--- src/rtl/core/spip_pkg.sv ---
// ----------------------------------------------------------------------------
// spip_pkg: shared types and constants for the encoder speed PID block
// Widths of the datapath, register reset values and register indexes.
// ----------------------------------------------------------------------------
`default_nettype none

package spip_pkg;

  // default scaling of count change to speed
  localparam int DefSpeedMult   = 6000;
  localparam int DefCountsPerRev = 374;

  typedef logic        [15:0] count_t;
  typedef logic        [15:0] speed_t;
  typedef logic signed [31:0] coef_t;
  typedef logic signed [16:0] err_t;
  typedef logic signed [47:0] acc_t;
  typedef logic signed [50:0] work_t;
  typedef logic signed [31:0] drive_t;
  typedef logic signed [32:0] mul_a_t;
  typedef logic signed [17:0] mul_b_t;
  typedef logic signed [50:0] prod_t;
  typedef logic        [1:0]  cfg_idx_t;

  // register indexes of the configuration port
  localparam cfg_idx_t CfgCoefNow     = 2'd0;
  localparam cfg_idx_t CfgCoefOneBack = 2'd1;
  localparam cfg_idx_t CfgCoefTwoBack = 2'd2;

  localparam coef_t RstCoefNow     = 32'sd327690;
  localparam coef_t RstCoefOneBack = -32'sd327670;
  localparam coef_t RstCoefTwoBack = 32'sd0;

endpackage

`default_nettype wire

--- src/rtl/core/spip_if.sv ---
// ----------------------------------------------------------------------------
// spip_if: request, result and configuration channels
// Valid/ready channels with source and sink modports.
// ----------------------------------------------------------------------------
`default_nettype none

interface spip_in_if;
  logic             valid;
  logic             ready;
  spip_pkg::count_t encoder_count;
  spip_pkg::speed_t target_speed;

  modport source (output valid, output encoder_count, output target_speed, input ready);
  modport sink   (input valid, input encoder_count, input target_speed, output ready);
endinterface

interface spip_out_if;
  logic             valid;
  logic             ready;
  spip_pkg::speed_t measured_speed;
  spip_pkg::drive_t drive;

  modport source (output valid, output measured_speed, output drive, input ready);
  modport sink   (input valid, input measured_speed, input drive, output ready);
endinterface

interface spip_cfg_if;
  logic               valid;
  logic               ready;
  spip_pkg::cfg_idx_t index;
  spip_pkg::coef_t    data;

  modport source (output valid, output index, output data, input ready);
  modport sink   (input valid, input index, input data, output ready);
endinterface

`default_nettype wire

--- src/rtl/core/encoder_speed_incremental_pid.sv ---
// Sequence: an accepted request runs four steps for the speed (scale,
//   reciprocal, back product, fix), four for the error terms through the
//   shared 33x18 multiplier, and one to clamp and commit, which waits for
//   the result channel to drain the previous result. A new request is
//   taken only when the block is back in idle.
// Reset: coefficients return to their defaults, counter and error history
//   and the accumulator clear to zero; no clearing pass, ready as reset releases.
// ----------------------------------------------------------------------------
// encoder_speed_incremental_pid: encoder speed with velocity-form PID
// Measures speed from the encoder count change and updates a saturating
// Q32.16 drive accumulator with three weighted error terms.
// ----------------------------------------------------------------------------
`default_nettype none

module encoder_speed_incremental_pid #(
  parameter int SPEED_MULT     = spip_pkg::DefSpeedMult,
  parameter int COUNTS_PER_REV = spip_pkg::DefCountsPerRev
) (
  input  wire        clk_i,
  input  wire        rst_ni,
  spip_in_if.sink    in_i,
  spip_out_if.source out_o,
  spip_cfg_if.sink   cfg_i
);
  import spip_pkg::*;

  // sequencer states
  localparam logic [3:0] S_IDLE     = 4'd0;
  localparam logic [3:0] S_SPD_MUL  = 4'd1;
  localparam logic [3:0] S_RCP_MUL  = 4'd2;
  localparam logic [3:0] S_BACK_MUL = 4'd3;
  localparam logic [3:0] S_QUOT     = 4'd4;
  localparam logic [3:0] S_MUL0     = 4'd5;
  localparam logic [3:0] S_MUL1     = 4'd6;
  localparam logic [3:0] S_MUL2     = 4'd7;
  localparam logic [3:0] S_ADD_LAST = 4'd8;
  localparam logic [3:0] S_FIN      = 4'd9;

  logic [3:0] state_q, state_d;

  coef_t  coef_now_q, coef_one_q, coef_two_q;
  count_t last_count_q, last_count_d;
  speed_t mag_q, mag_d;
  speed_t target_q, target_d;
  speed_t spd_q, spd_d;
  logic [31:0] x_q, x_d;
  speed_t est_q, est_d;
  err_t   e0_q, e0_d, e1_q, e1_d, e2_q, e2_d;
  acc_t   acc_q, acc_d;
  work_t  work_q, work_d;

  logic   out_valid_q, out_valid_d;
  speed_t out_spd_q, out_spd_d;
  drive_t out_drive_q, out_drive_d;

  mul_a_t mul_a;
  mul_b_t mul_b;
  prod_t  prod;
  logic [16:0] div_recip;
  speed_t div_est;
  speed_t div_quot;

  count_t diff;
  logic   in_acc;
  logic   out_free;
  logic   sat_hi, sat_lo;
  acc_t   acc_sat;

  // --------------------------------------------------------------------------
  // Shared units
  // --------------------------------------------------------------------------
  spip_mul u_mul (
    .clk_i (clk_i),
    .a_i   (mul_a),
    .b_i   (mul_b),
    .p_o   (prod)
  );

  // speed division: reciprocal estimate and correction around the multiplier
  spip_div #(
    .DIVISOR (COUNTS_PER_REV)
  ) u_div (
    .dividend_i (x_q),
    .prod_i     (prod),
    .est_i      (est_q),
    .recip_o    (div_recip),
    .est_o      (div_est),
    .quot_o     (div_quot)
  );

  // --------------------------------------------------------------------------
  // Handshakes: take a request only when idle; the output register lets the
  // next request in while a result still waits to be taken.
  // --------------------------------------------------------------------------
  assign in_i.ready  = (state_q == S_IDLE);
  assign in_acc      = in_i.valid && (state_q == S_IDLE);
  assign out_free    = !out_valid_q || out_o.ready;
  assign cfg_i.ready = 1'b1;

  // modular count difference, read as signed; magnitude of -32768 is 32768
  assign diff = in_i.encoder_count - last_count_q;

  // accumulator clamp: the top four bits of the wide sum must agree
  assign sat_hi  = !work_q[50] && (work_q[49:47] != 3'b000);
  assign sat_lo  = work_q[50] && (work_q[49:47] != 3'b111);
  assign acc_sat = sat_hi ? {1'b0, {47{1'b1}}} :
                   sat_lo ? {1'b1, {47{1'b0}}} : work_q[47:0];

  // multiplier operand select
  always_comb begin
    unique case (state_q)
      S_SPD_MUL: begin
        mul_a = mul_a_t'(SPEED_MULT);
        mul_b = {2'b00, mag_q};
      end
      S_RCP_MUL: begin
        // scaled count change times the reciprocal of the divisor
        mul_a = {1'b0, prod[31:0]};
        mul_b = {1'b0, div_recip};
      end
      S_BACK_MUL: begin
        // estimate times the divisor, for the remainder check
        mul_a = mul_a_t'(COUNTS_PER_REV);
        mul_b = {2'b00, div_est};
      end
      S_MUL0: begin
        mul_a = {coef_now_q[31], coef_now_q};
        mul_b = {e0_q[16], e0_q};
      end
      S_MUL1: begin
        mul_a = {coef_one_q[31], coef_one_q};
        mul_b = {e1_q[16], e1_q};
      end
      S_MUL2: begin
        mul_a = {coef_two_q[31], coef_two_q};
        mul_b = {e2_q[16], e2_q};
      end
      default: begin
        mul_a = '0;
        mul_b = '0;
      end
    endcase
  end

  // sequencer and datapath
  always_comb begin
    state_d      = state_q;
    last_count_d = last_count_q;
    mag_d        = mag_q;
    target_d     = target_q;
    spd_d        = spd_q;
    x_d          = x_q;
    est_d        = est_q;
    e0_d         = e0_q;
    e1_d         = e1_q;
    e2_d         = e2_q;
    acc_d        = acc_q;
    work_d       = work_q;
    out_valid_d  = out_valid_q;
    out_spd_d    = out_spd_q;
    out_drive_d  = out_drive_q;

    // drop the result once taken
    if (out_valid_q && out_o.ready) begin
      out_valid_d = 1'b0;
    end

    unique case (state_q)
      S_IDLE: begin
        if (in_acc) begin
          mag_d        = diff[15] ? 16'(~diff + 16'd1) : diff;
          target_d     = in_i.target_speed;
          last_count_d = in_i.encoder_count;
          state_d      = S_SPD_MUL;
        end
      end
      S_SPD_MUL: begin
        state_d = S_RCP_MUL;
      end
      S_RCP_MUL: begin
        // hold the scaled count change for the remainder check
        x_d     = prod[31:0];
        state_d = S_BACK_MUL;
      end
      S_BACK_MUL: begin
        est_d   = div_est;
        state_d = S_QUOT;
      end
      S_QUOT: begin
        spd_d   = div_quot;
        e0_d    = err_t'({1'b0, target_q}) - err_t'({1'b0, div_quot});
        state_d = S_MUL0;
      end
      S_MUL0: begin
        // start the sum from the old accumulator
        work_d  = work_t'(acc_q);
        state_d = S_MUL1;
      end
      S_MUL1: begin
        work_d  = work_q + prod;
        state_d = S_MUL2;
      end
      S_MUL2: begin
        work_d  = work_q + prod;
        state_d = S_ADD_LAST;
      end
      S_ADD_LAST: begin
        work_d  = work_q + prod;
        state_d = S_FIN;
      end
      S_FIN: begin
        // hold until the output register is free, then commit state and result
        if (out_free) begin
          acc_d       = acc_sat;
          e2_d        = e1_q;
          e1_d        = e0_q;
          out_valid_d = 1'b1;
          out_spd_d   = spd_q;
          out_drive_d = acc_sat[47:16];
          state_d     = S_IDLE;
        end
      end
      default: begin
        state_d = S_IDLE;
      end
    endcase
  end

  always_ff @(posedge clk_i or negedge rst_ni) begin
    if (!rst_ni) begin
      state_q      <= S_IDLE;
      out_valid_q  <= 1'b0;
      last_count_q <= '0;
      e1_q         <= '0;
      e2_q         <= '0;
      acc_q        <= '0;
    end else begin
      state_q      <= state_d;
      out_valid_q  <= out_valid_d;
      last_count_q <= last_count_d;
      e1_q         <= e1_d;
      e2_q         <= e2_d;
      acc_q        <= acc_d;
    end
  end

  always_ff @(posedge clk_i) begin
    mag_q       <= mag_d;
    target_q    <= target_d;
    spd_q       <= spd_d;
    x_q         <= x_d;
    est_q       <= est_d;
    e0_q        <= e0_d;
    work_q      <= work_d;
    out_spd_q   <= out_spd_d;
    out_drive_q <= out_drive_d;
  end

  // configuration registers; unknown indexes are ignored
  always_ff @(posedge clk_i or negedge rst_ni) begin
    if (!rst_ni) begin
      coef_now_q <= RstCoefNow;
      coef_one_q <= RstCoefOneBack;
      coef_two_q <= RstCoefTwoBack;
    end else if (cfg_i.valid) begin
      unique case (cfg_i.index)
        CfgCoefNow:     coef_now_q <= cfg_i.data;
        CfgCoefOneBack: coef_one_q <= cfg_i.data;
        CfgCoefTwoBack: coef_two_q <= cfg_i.data;
        default: ;
      endcase
    end
  end

  assign out_o.valid          = out_valid_q;
  assign out_o.measured_speed = out_spd_q;
  assign out_o.drive          = out_drive_q;

  // --------------------------------------------------------------------------
  // Assertions
  // --------------------------------------------------------------------------
  a_accept_starts: assert property (@(posedge clk_i) disable iff (!rst_ni)
    in_acc |=> (state_q == S_SPD_MUL))
    else $error("accepted request did not start the sequence");
  a_fin_commit: assert property (@(posedge clk_i) disable iff (!rst_ni)
    ((state_q == S_FIN) && out_free) |=> ((state_q == S_IDLE) && out_valid_q))
    else $error("finish state did not commit its result");
  a_out_from_fin: assert property (@(posedge clk_i) disable iff (!rst_ni)
    $rose(out_valid_q) |-> ($past(state_q) == S_FIN))
    else $error("result raised outside the finish state");
  a_no_overwrite: assert property (@(posedge clk_i) disable iff (!rst_ni)
    (out_valid_q && !out_o.ready) |=> (out_valid_q && $stable(out_drive_q)))
    else $error("pending result overwritten");

endmodule

`default_nettype wire

--- src/rtl/core/spip_mul.sv ---
// ----------------------------------------------------------------------------
// spip_mul: shared signed multiplier
// 33x18 signed multiply with a registered product.
// ----------------------------------------------------------------------------
`default_nettype none

module spip_mul (
  input  wire              clk_i,
  input  spip_pkg::mul_a_t a_i,
  input  spip_pkg::mul_b_t b_i,
  output spip_pkg::prod_t  p_o
);
  import spip_pkg::*;

  prod_t p_q;

  // widen both operands first so the full product is kept
  always_ff @(posedge clk_i) begin
    p_q <= prod_t'(a_i) * prod_t'(b_i);
  end

  assign p_o = p_q;

endmodule

`default_nettype wire

--- src/rtl/core/spip_div.sv ---
// ----------------------------------------------------------------------------
// spip_div: saturating divider by a constant
// Reciprocal estimate taken from the shared multiplier, one compare and
// subtract correction, result clamped to 16 bits.
// ----------------------------------------------------------------------------
`default_nettype none

module spip_div #(
  parameter int DIVISOR = spip_pkg::DefCountsPerRev
) (
  input  wire       [31:0] dividend_i,
  input  wire       [50:0] prod_i,
  input  wire       [15:0] est_i,
  output logic      [16:0] recip_o,
  output spip_pkg::speed_t est_o,
  output spip_pkg::speed_t quot_o
);
  import spip_pkg::*;

  // reciprocal scaled into [2^16, 2^17): below the clamp the estimate is
  // exact or one low
  localparam int          RecipShift = 16 + $clog2(DIVISOR);
  localparam logic [16:0] Recip      = 17'((64'd1 << RecipShift) / 64'(DIVISOR));
  localparam logic [31:0] DivW       = 32'(DIVISOR);
  localparam logic [32:0] SatLim     = 33'(DIVISOR) << 16;

  logic [31:0] rem;
  logic        sat;

  assign recip_o = Recip;

  // dividend times reciprocal, shifted down
  assign est_o = prod_i[RecipShift +: 16];

  // estimate times divisor: bump the estimate when a whole divisor is left
  assign sat    = ({1'b0, dividend_i} >= SatLim);
  assign rem    = dividend_i - prod_i[31:0];
  assign quot_o = sat ? '1 : ((rem >= DivW) ? est_i + 16'd1 : est_i);

endmodule

`default_nettype wire

--- src/flat_wrapper.sv ---
// flat-port wrapper written by rule: the top's interface ports become plain ports
module encoder_speed_incremental_pid_flat import spip_pkg::*;
#(
  parameter int SPEED_MULT     = spip_pkg::DefSpeedMult,
  parameter int COUNTS_PER_REV = spip_pkg::DefCountsPerRev
)
  (clk_i, rst_ni, in_i_valid, in_i_encoder_count, in_i_target_speed, in_i_ready, out_o_valid, out_o_measured_speed, out_o_drive, out_o_ready, cfg_i_valid, cfg_i_index, cfg_i_data, cfg_i_ready);
  spip_in_if in_i_i ();
  spip_out_if out_o_i ();
  spip_cfg_if cfg_i_i ();
  input  wire clk_i;
  input  wire rst_ni;
  input wire logic [$bits(in_i_i.valid)-1:0] in_i_valid;
  input wire logic [$bits(in_i_i.encoder_count)-1:0] in_i_encoder_count;
  input wire logic [$bits(in_i_i.target_speed)-1:0] in_i_target_speed;
  output wire logic [$bits(in_i_i.ready)-1:0] in_i_ready;
  output wire logic [$bits(out_o_i.valid)-1:0] out_o_valid;
  output wire logic [$bits(out_o_i.measured_speed)-1:0] out_o_measured_speed;
  output wire logic [$bits(out_o_i.drive)-1:0] out_o_drive;
  input wire logic [$bits(out_o_i.ready)-1:0] out_o_ready;
  input wire logic [$bits(cfg_i_i.valid)-1:0] cfg_i_valid;
  input wire logic [$bits(cfg_i_i.index)-1:0] cfg_i_index;
  input wire logic [$bits(cfg_i_i.data)-1:0] cfg_i_data;
  output wire logic [$bits(cfg_i_i.ready)-1:0] cfg_i_ready;
  assign in_i_i.valid = in_i_valid;
  assign in_i_i.encoder_count = in_i_encoder_count;
  assign in_i_i.target_speed = in_i_target_speed;
  assign in_i_ready = in_i_i.ready;
  assign out_o_valid = out_o_i.valid;
  assign out_o_measured_speed = out_o_i.measured_speed;
  assign out_o_drive = out_o_i.drive;
  assign out_o_i.ready = out_o_ready;
  assign cfg_i_i.valid = cfg_i_valid;
  assign cfg_i_i.index = cfg_i_index;
  assign cfg_i_i.data = cfg_i_data;
  assign cfg_i_ready = cfg_i_i.ready;
  encoder_speed_incremental_pid #(.SPEED_MULT(SPEED_MULT), .COUNTS_PER_REV(COUNTS_PER_REV)) u_core (.clk_i(clk_i), .rst_ni(rst_ni), .in_i(in_i_i), .out_o(out_o_i), .cfg_i(cfg_i_i));
endmodule
--- config.mk ---
export PLATFORM = sky130hd
export DESIGN_NAME = encoder_speed_incremental_pid_flat
export DESIGN_NICKNAME = d
export VERILOG_FILES = /design/src/rtl/core/spip_pkg.sv /design/src/rtl/core/spip_if.sv /design/src/rtl/core/encoder_speed_incremental_pid.sv /design/src/rtl/core/spip_mul.sv /design/src/rtl/core/spip_div.sv /design/src/flat_wrapper.sv
export SDC_FILE = /design/constraint.sdc
export NUM_CORES = 2
export LEC_CHECK = 0
export ABC_AREA = 1
export CELL_PAD_IN_SITES_DETAIL_PLACEMENT = 0
export CELL_PAD_IN_SITES_GLOBAL_PLACEMENT = 1
export CORE_MARGIN = 5
export CORE_UTILIZATION = 46
export DETAILED_ROUTE_END_ITERATION = 7
export DONT_BUFFER_PORTS = 1
export MAX_ROUTING_LAYER = met4
export PLACE_DENSITY_LB_ADDON = 0.15
export SYNTH_ARGS = -nofsm -noshare
export SYNTH_HDL_FRONTEND = slang
export SYNTH_SLANG_ARGS = --single-unit
--- constraint.sdc ---
create_clock -name clk_i -period 6.6 [get_ports clk_i]
set_clock_uncertainty 0.2 [all_clocks]
set_input_delay 0.99 -clock clk_i [delete_from_list [all_inputs] [get_ports clk_i]]
set_output_delay 0.99 -clock clk_i [all_outputs]
set_load 0.01 [all_outputs]
After elaboration in Yosys (flattened, before gate mapping)
Index checks and enable logic that the tools add are counted.
{"block": "classes", "multipliers": 1, "bitwise": 1, "n_addsub": 6, "n_reduce_logical": 18, "n_eq_ne": 14, "mux": 14, "magnitude_cmp": 2}
{"cell": "33-bit case mux with 6 select lines", "n": 1}
{"cell": "18-bit case mux with 6 select lines", "n": 1}
{"cell": "51-bit case mux with 2 select lines", "n": 1}
{"cell": "48-bit two-way mux", "n": 2}
{"cell": "51-bit adder", "n": 1}
{"cell": "33-bit by 18-bit multiplier with 51-bit output", "n": 1}
{"cell": "4-bit case mux with 10 select lines", "n": 1}
{"cell": "16-bit by 1-bit adder with 16-bit output, second input constant", "n": 2}
{"cell": "32-bit by 25-bit >= comparator with 1-bit output, second input constant", "n": 1}
{"cell": "32-bit by 9-bit >= comparator with 1-bit output, second input constant", "n": 1}
{"cell": "16-bit two-way mux", "n": 2}
{"cell": "32-bit subtractor", "n": 1}
{"cell": "16-bit by 16-bit subtractor with 17-bit output", "n": 1}
{"cell": "4-bit by 3-bit equality test with 1-bit output, second input constant", "n": 4}
{"cell": "16-bit NOT", "n": 1}
{"cell": "16-bit subtractor", "n": 1}
{"cell": "15-bit two-way mux", "n": 1}
{"cell": "2-bit AND reduction", "n": 6}
{"cell": "4-bit by 2-bit equality test with 1-bit output, second input constant", "n": 2}
{"cell": "4-bit equality test, second input constant", "n": 2}
{"cell": "4-bit two-way mux", "n": 2}
{"cell": "4-bit by 1-bit equality test with 1-bit output, second input constant", "n": 1}
{"cell": "1-bit logical AND", "n": 4}
{"cell": "4-bit zero test", "n": 1}
{"cell": "11 further kinds", "n": 15}
{"block": "word_totals", "regBits": 462}

Logic depth before layout (Yosys ltp)
{"block": "logic_depth", "ltp_word": 5, "mapped_depth": 39, "ltp_nobuf": 38}

Modules after synthesis
A second synthesis with hierarchy kept.
{"block": "hier_totals", "hier_cells": 6516, "hier_area_um2": 49319.8}
{"module": "spip_mul", "instances": 1, "seq_area_each_um2": 1021.0, "cells_per_inst": 3154, "area_each_um2": 23523.8}
{"module": "encoder_speed_incremental_pid", "instances": 1, "seq_area_each_um2": 11372.2, "cells_per_inst": 2575, "area_each_um2": 21956.1}
{"module": "spip_div", "instances": 1, "seq_area_each_um2": 0.0, "cells_per_inst": 787, "area_each_um2": 3839.9}

Worst setup path after synthesis
OpenSTA, ideal clock, no wires.
{"block": "synth_path", "path_kind": "register to register", "start": "register u_core.state_q[2]", "end": "register u_core.u_mul.p_q[49] (netlist: u_core.u_mul.p_o[49])", "setup_slack_ns": -0.526, "path_buffers": 1, "setup_time_ns": 0.072, "path_stages_with_launch": 33, "arrival_time_ns": 6.854, "cell_sequence": "dfrtp_1 nor2_1 inv_2 nor2_2 inv_2 nor2_1 nor4_4 clkinv_1 clkbuf_1 nand2_1 fa_1 inv_1 fa_1 fa_1 fa_1 fa_1 inv_1 fa_1 inv_1 ha_1 nand2_1 nor2_1 inv_1 nor2_1 inv_1 nor3_1 nand3_1 nand3_1 nand2_1 o211ai_1 nand2_1 nand3_1 xor2_1"}
{"block": "synth_between", "elab_chain_len": 3}
{"item": "from (decl)", "line_no": "encoder_speed_incremental_pid.sv:39", "source": "logic [3:0] state_q, state_d;"}
{"item": "from (signal assigned)", "line_no": "encoder_speed_incremental_pid.sv:238", "source": "state_q <= state_d;"}
{"item": "4-bit by 3-bit equality test with 1-bit output (tied with other cells)", "line_no": "encoder_speed_incremental_pid.sv:111", "source": "unique case (state_q)"}
{"item": "33-bit case mux with 6 select lines / 18-bit case mux with 6 select lines (equally long branches)", "line_no": "encoder_speed_incremental_pid.sv:111"}
{"item": "33-bit by 18-bit multiplier with 51-bit output (*)", "line_no": "spip_mul.sv:19", "source": "p_q <= prod_t'(a_i) * prod_t'(b_i);"}
{"item": "to (signal assigned)", "line_no": "spip_mul.sv:19"}
{"item": "to (decl)", "line_no": "spip_mul.sv:15", "source": "prod_t p_q;"}
Every way passes the cells marked *; elsewhere a longest branch is shown, timed or not.
A chain may end at the register's enable or synchronous reset.

Worst setup path in the final report
{"block": "layout_path", "start": "register u_core.state_q[2]", "end": "register u_core.u_mul.p_q[50] (netlist: u_core.u_mul.p_o[50])"}
The elaborated chain is that of the path after synthesis.

==> results.md <==
- Fin util: 57.40%
- Final GP Congestion: 0.9380
- Cells after Synth: 5563
- Largest net degree at the start of global routing: 179
- GRT Total Usage: 30.22%
- Post-synth ARST share: 43.07%
- CP max FO: 5
- Synth Register Bits: 462
- CP required: 6.90 ns
- Drt pass-1 iters: 5
- Avg Cell Area, Syn: 8.232 um^2
- Setup Viol. Count Final: 36
- WHS: 0.03252 ns
- Remaining antenna violation count: 0
- Clk_lat worst skew: 0.62 ns
- Initial Utilization: 46.46%
- Period utilization: 109.6%
- Initial antenna violation count: 7
- Grt ovf: 0
- First-pass GRT wire length: 237200 um
- Critical path type: reg -> reg
- Most numerous cell in the Yosys netlist: inv_1
- Core Area: 98560 um^2
- Die W: 325.5 um
- RSZ-0062 raised after global routing: yes
- WP data arrival: 7.54 ns
- CTS Sinks: 462
- EDFF count, synth: 212
- Status: finished with violations
- Max-cap violations: 0
- Synth top area share: 25.05%
- Final Cell Area: 56570 um^2
- Final Hold Viols: 0
- Global routing usage on met3: 4.826%
- Die height: 325.5 um
- Fin crit period: 7.235 ns
- # IOs: 122
- Routed via count: 38626
- Die area: 106000 um^2
- Vias in the first global route: 39539
- H-tree depth: 2
- Met1 GRT Util: 40.52%
- Met2 Use GR: 47.73%
- DRC: 0
- Max incr delay on CP: 0.60 ns
- FILL cells: 9165
- Post-synth top cells: inv_1, nand2_1, nor2_1, fa_1, o21ai_0
- Worst Slack Setup Final: -0.6345 ns
- TNS Setup: -14.24 ns
- Clock-pin slew on the worst setup and hold paths: 0.07 ns
- Area leader, netlist: fa_1
- Top post-synthesis cells by area: fa_1, edfxtp_1, inv_1
- Fin. max-slew vios: 0
- Worst slew margin: 25.02%
- Wire per inst: 21.03 um
- Slowest stage cell, crit path: fa_2
- Grt peak-use layer: met2
- Port Buf Inserts: 0
- Clk root buf: clkbuf_16
- Area grow syn2layout: 23.53%
- Type of origin of the critical path: register
- Final nets: 7013
- Inserted Clock Buffers: 46
- Via density: 5.178
- Synthesis Warnings: 0
- Syn_nets: 6444
- Fmax: 0.1382 GHz
- Mapped Area: 45800 um^2
- Fraction of layout cells with a size suffix above 1: 20.08%
- Critical Path Sink Type: register
- TritonCTS clock tree: yes
- Worst min path class: in -> async
- Failing checks: negative setup slack
- Final wirelength: 156900 um
- DP Area: 51840 um^2
- # rows: 115
- Slew @ Worst Pin: 1.125 ns
- Clk buf depth: 3
- Synth Flop Type: edfxtp_1
- Netlist cell types: 59
- Initial DRC Count: 3025
- Sequential-to-total area share from yosys stat: 27.06%
- Dpl hpwl: 125000 um
==> cell usage in the layout, fill, tap and decap left out, types with 159 or more instances in the layout <==
cell type | synthesis | routed
fa_1 | 573 | 535
buf_4 | 3 | 555
nand3_1 | 170 | 159
ha_1 | 237 | 210
nor2_1 | 581 | 506
dfrtp_1 | 178 | 176
o21ai_0 | 341 | 307
edfxtp_1 | 212 | 212
nand2_1 | 1114 | 1076
inv_1 | 1211 | 1169
a21oi_1 | 192 | 161
==> metal layers <==
metal  wire [um]  part of all wire, %
met1       67880                   43
met2       72110                   46
met3       11050                  7.0
met4        5840                  3.7
met5           0                    0
==> sequential cells by signal, indices dropped and copies added (netlist names), 32 cells and up <==
| name | count |
|---|---|
| u_core.coef_now_q | 32 |
| u_core.coef_one_q | 32 |
| u_core.u_mul.p_o | 51 |
| u_core.work_q | 51 |
| u_core.coef_two_q | 32 |
| u_core.x_q | 32 |
| u_core.out_o.drive | 32 |
| u_core.acc_q | 48 |
==> cell type report <==
class	count	area, um^2	share of cell area [%]
timing repair buffer	668	6251	11.05
tap	1287	1610	2.846
sequential	462	12400	21.91
inverter	1258	4805	8.493
timing repair inverter	1	6.256	0.01106
multi-input combinational	3695	29870	52.81
antenna	2	5.005	0.008847
clock buffer	59	1285	2.271
clock inverter	27	339.1	0.5994
==> path summary, 6_finish.rpt <==
kind | startpoint | endpoint | slack (ns) | cells after the start
worst min register to register | u_core.spd_q[15] | u_core.out_o.measured_speed[15] | 0.22 | 0
worst min-delay path | rst_ni | u_core.coef_one_q[30] | 0.03 | 0
worst max register to register | u_core.state_q[2] | u_core.u_mul.p_o[50] | -0.63 | 35
min in group clk_i | u_core.spd_q[15] | u_core.out_o.measured_speed[15] | 0.22 | 0
max in group asynchronous | rst_ni | u_core.acc_q[12] | 5.13 | 1
worst max-delay path | u_core.state_q[2] | u_core.u_mul.p_o[50] | -0.63 | 35
==> repair_timing <==
action / CTS / global route
pin swaps: 86 / 93
hold buffers: 1 / 0
setup endpoints to repair: 38 / 39
setup buffers: 49 / 31
gates cloned: 13 / 4
gates resized for setup: 321 / 203
hold endpoints to repair: 178 / 0
==> kinds of logic after synthesis <==
| kind of cell | after synthesis | share of synthesized area (%) |
|---|---|---|
| and+or+nand+nor | 2040 | 18.55 |
| DFF | 462 | 27.06 |
| buffers and inverters | 1407 | 11.74 |
| AOI/OAI and AO/OA | 722 | 8.803 |
| other | 1 | 0.008189 |
| xor gates and xnor gates | 121 | 2.314 |
| adders and majority gates | 810 | 31.52 |
==> critical path, delay by kind of cell (launching register included) <==
family,cells,cell delay (ns)
flops,1,0.39
fa+ha+maj,7,3.46
simple gates,9,0.84
compound gates,1,0.25
buf+inv,17,1.82
xor+xnor,1,0.13
==> metrics by stage <==
step           setup slack [ns]  instances
2_1_floorplan          -0.05547       5563
3_3_place_gp            -0.9412       7276
3_5_place_dp            -0.9322       7276
4_1_cts                 -0.5088       7424
5_1_grt                 -0.8928       7458
6_report                -0.6345       7459
Power is left out: the tool's default activity adds up to more than one toggle a clock period on the data nets, which glitch-free logic cannot reach.
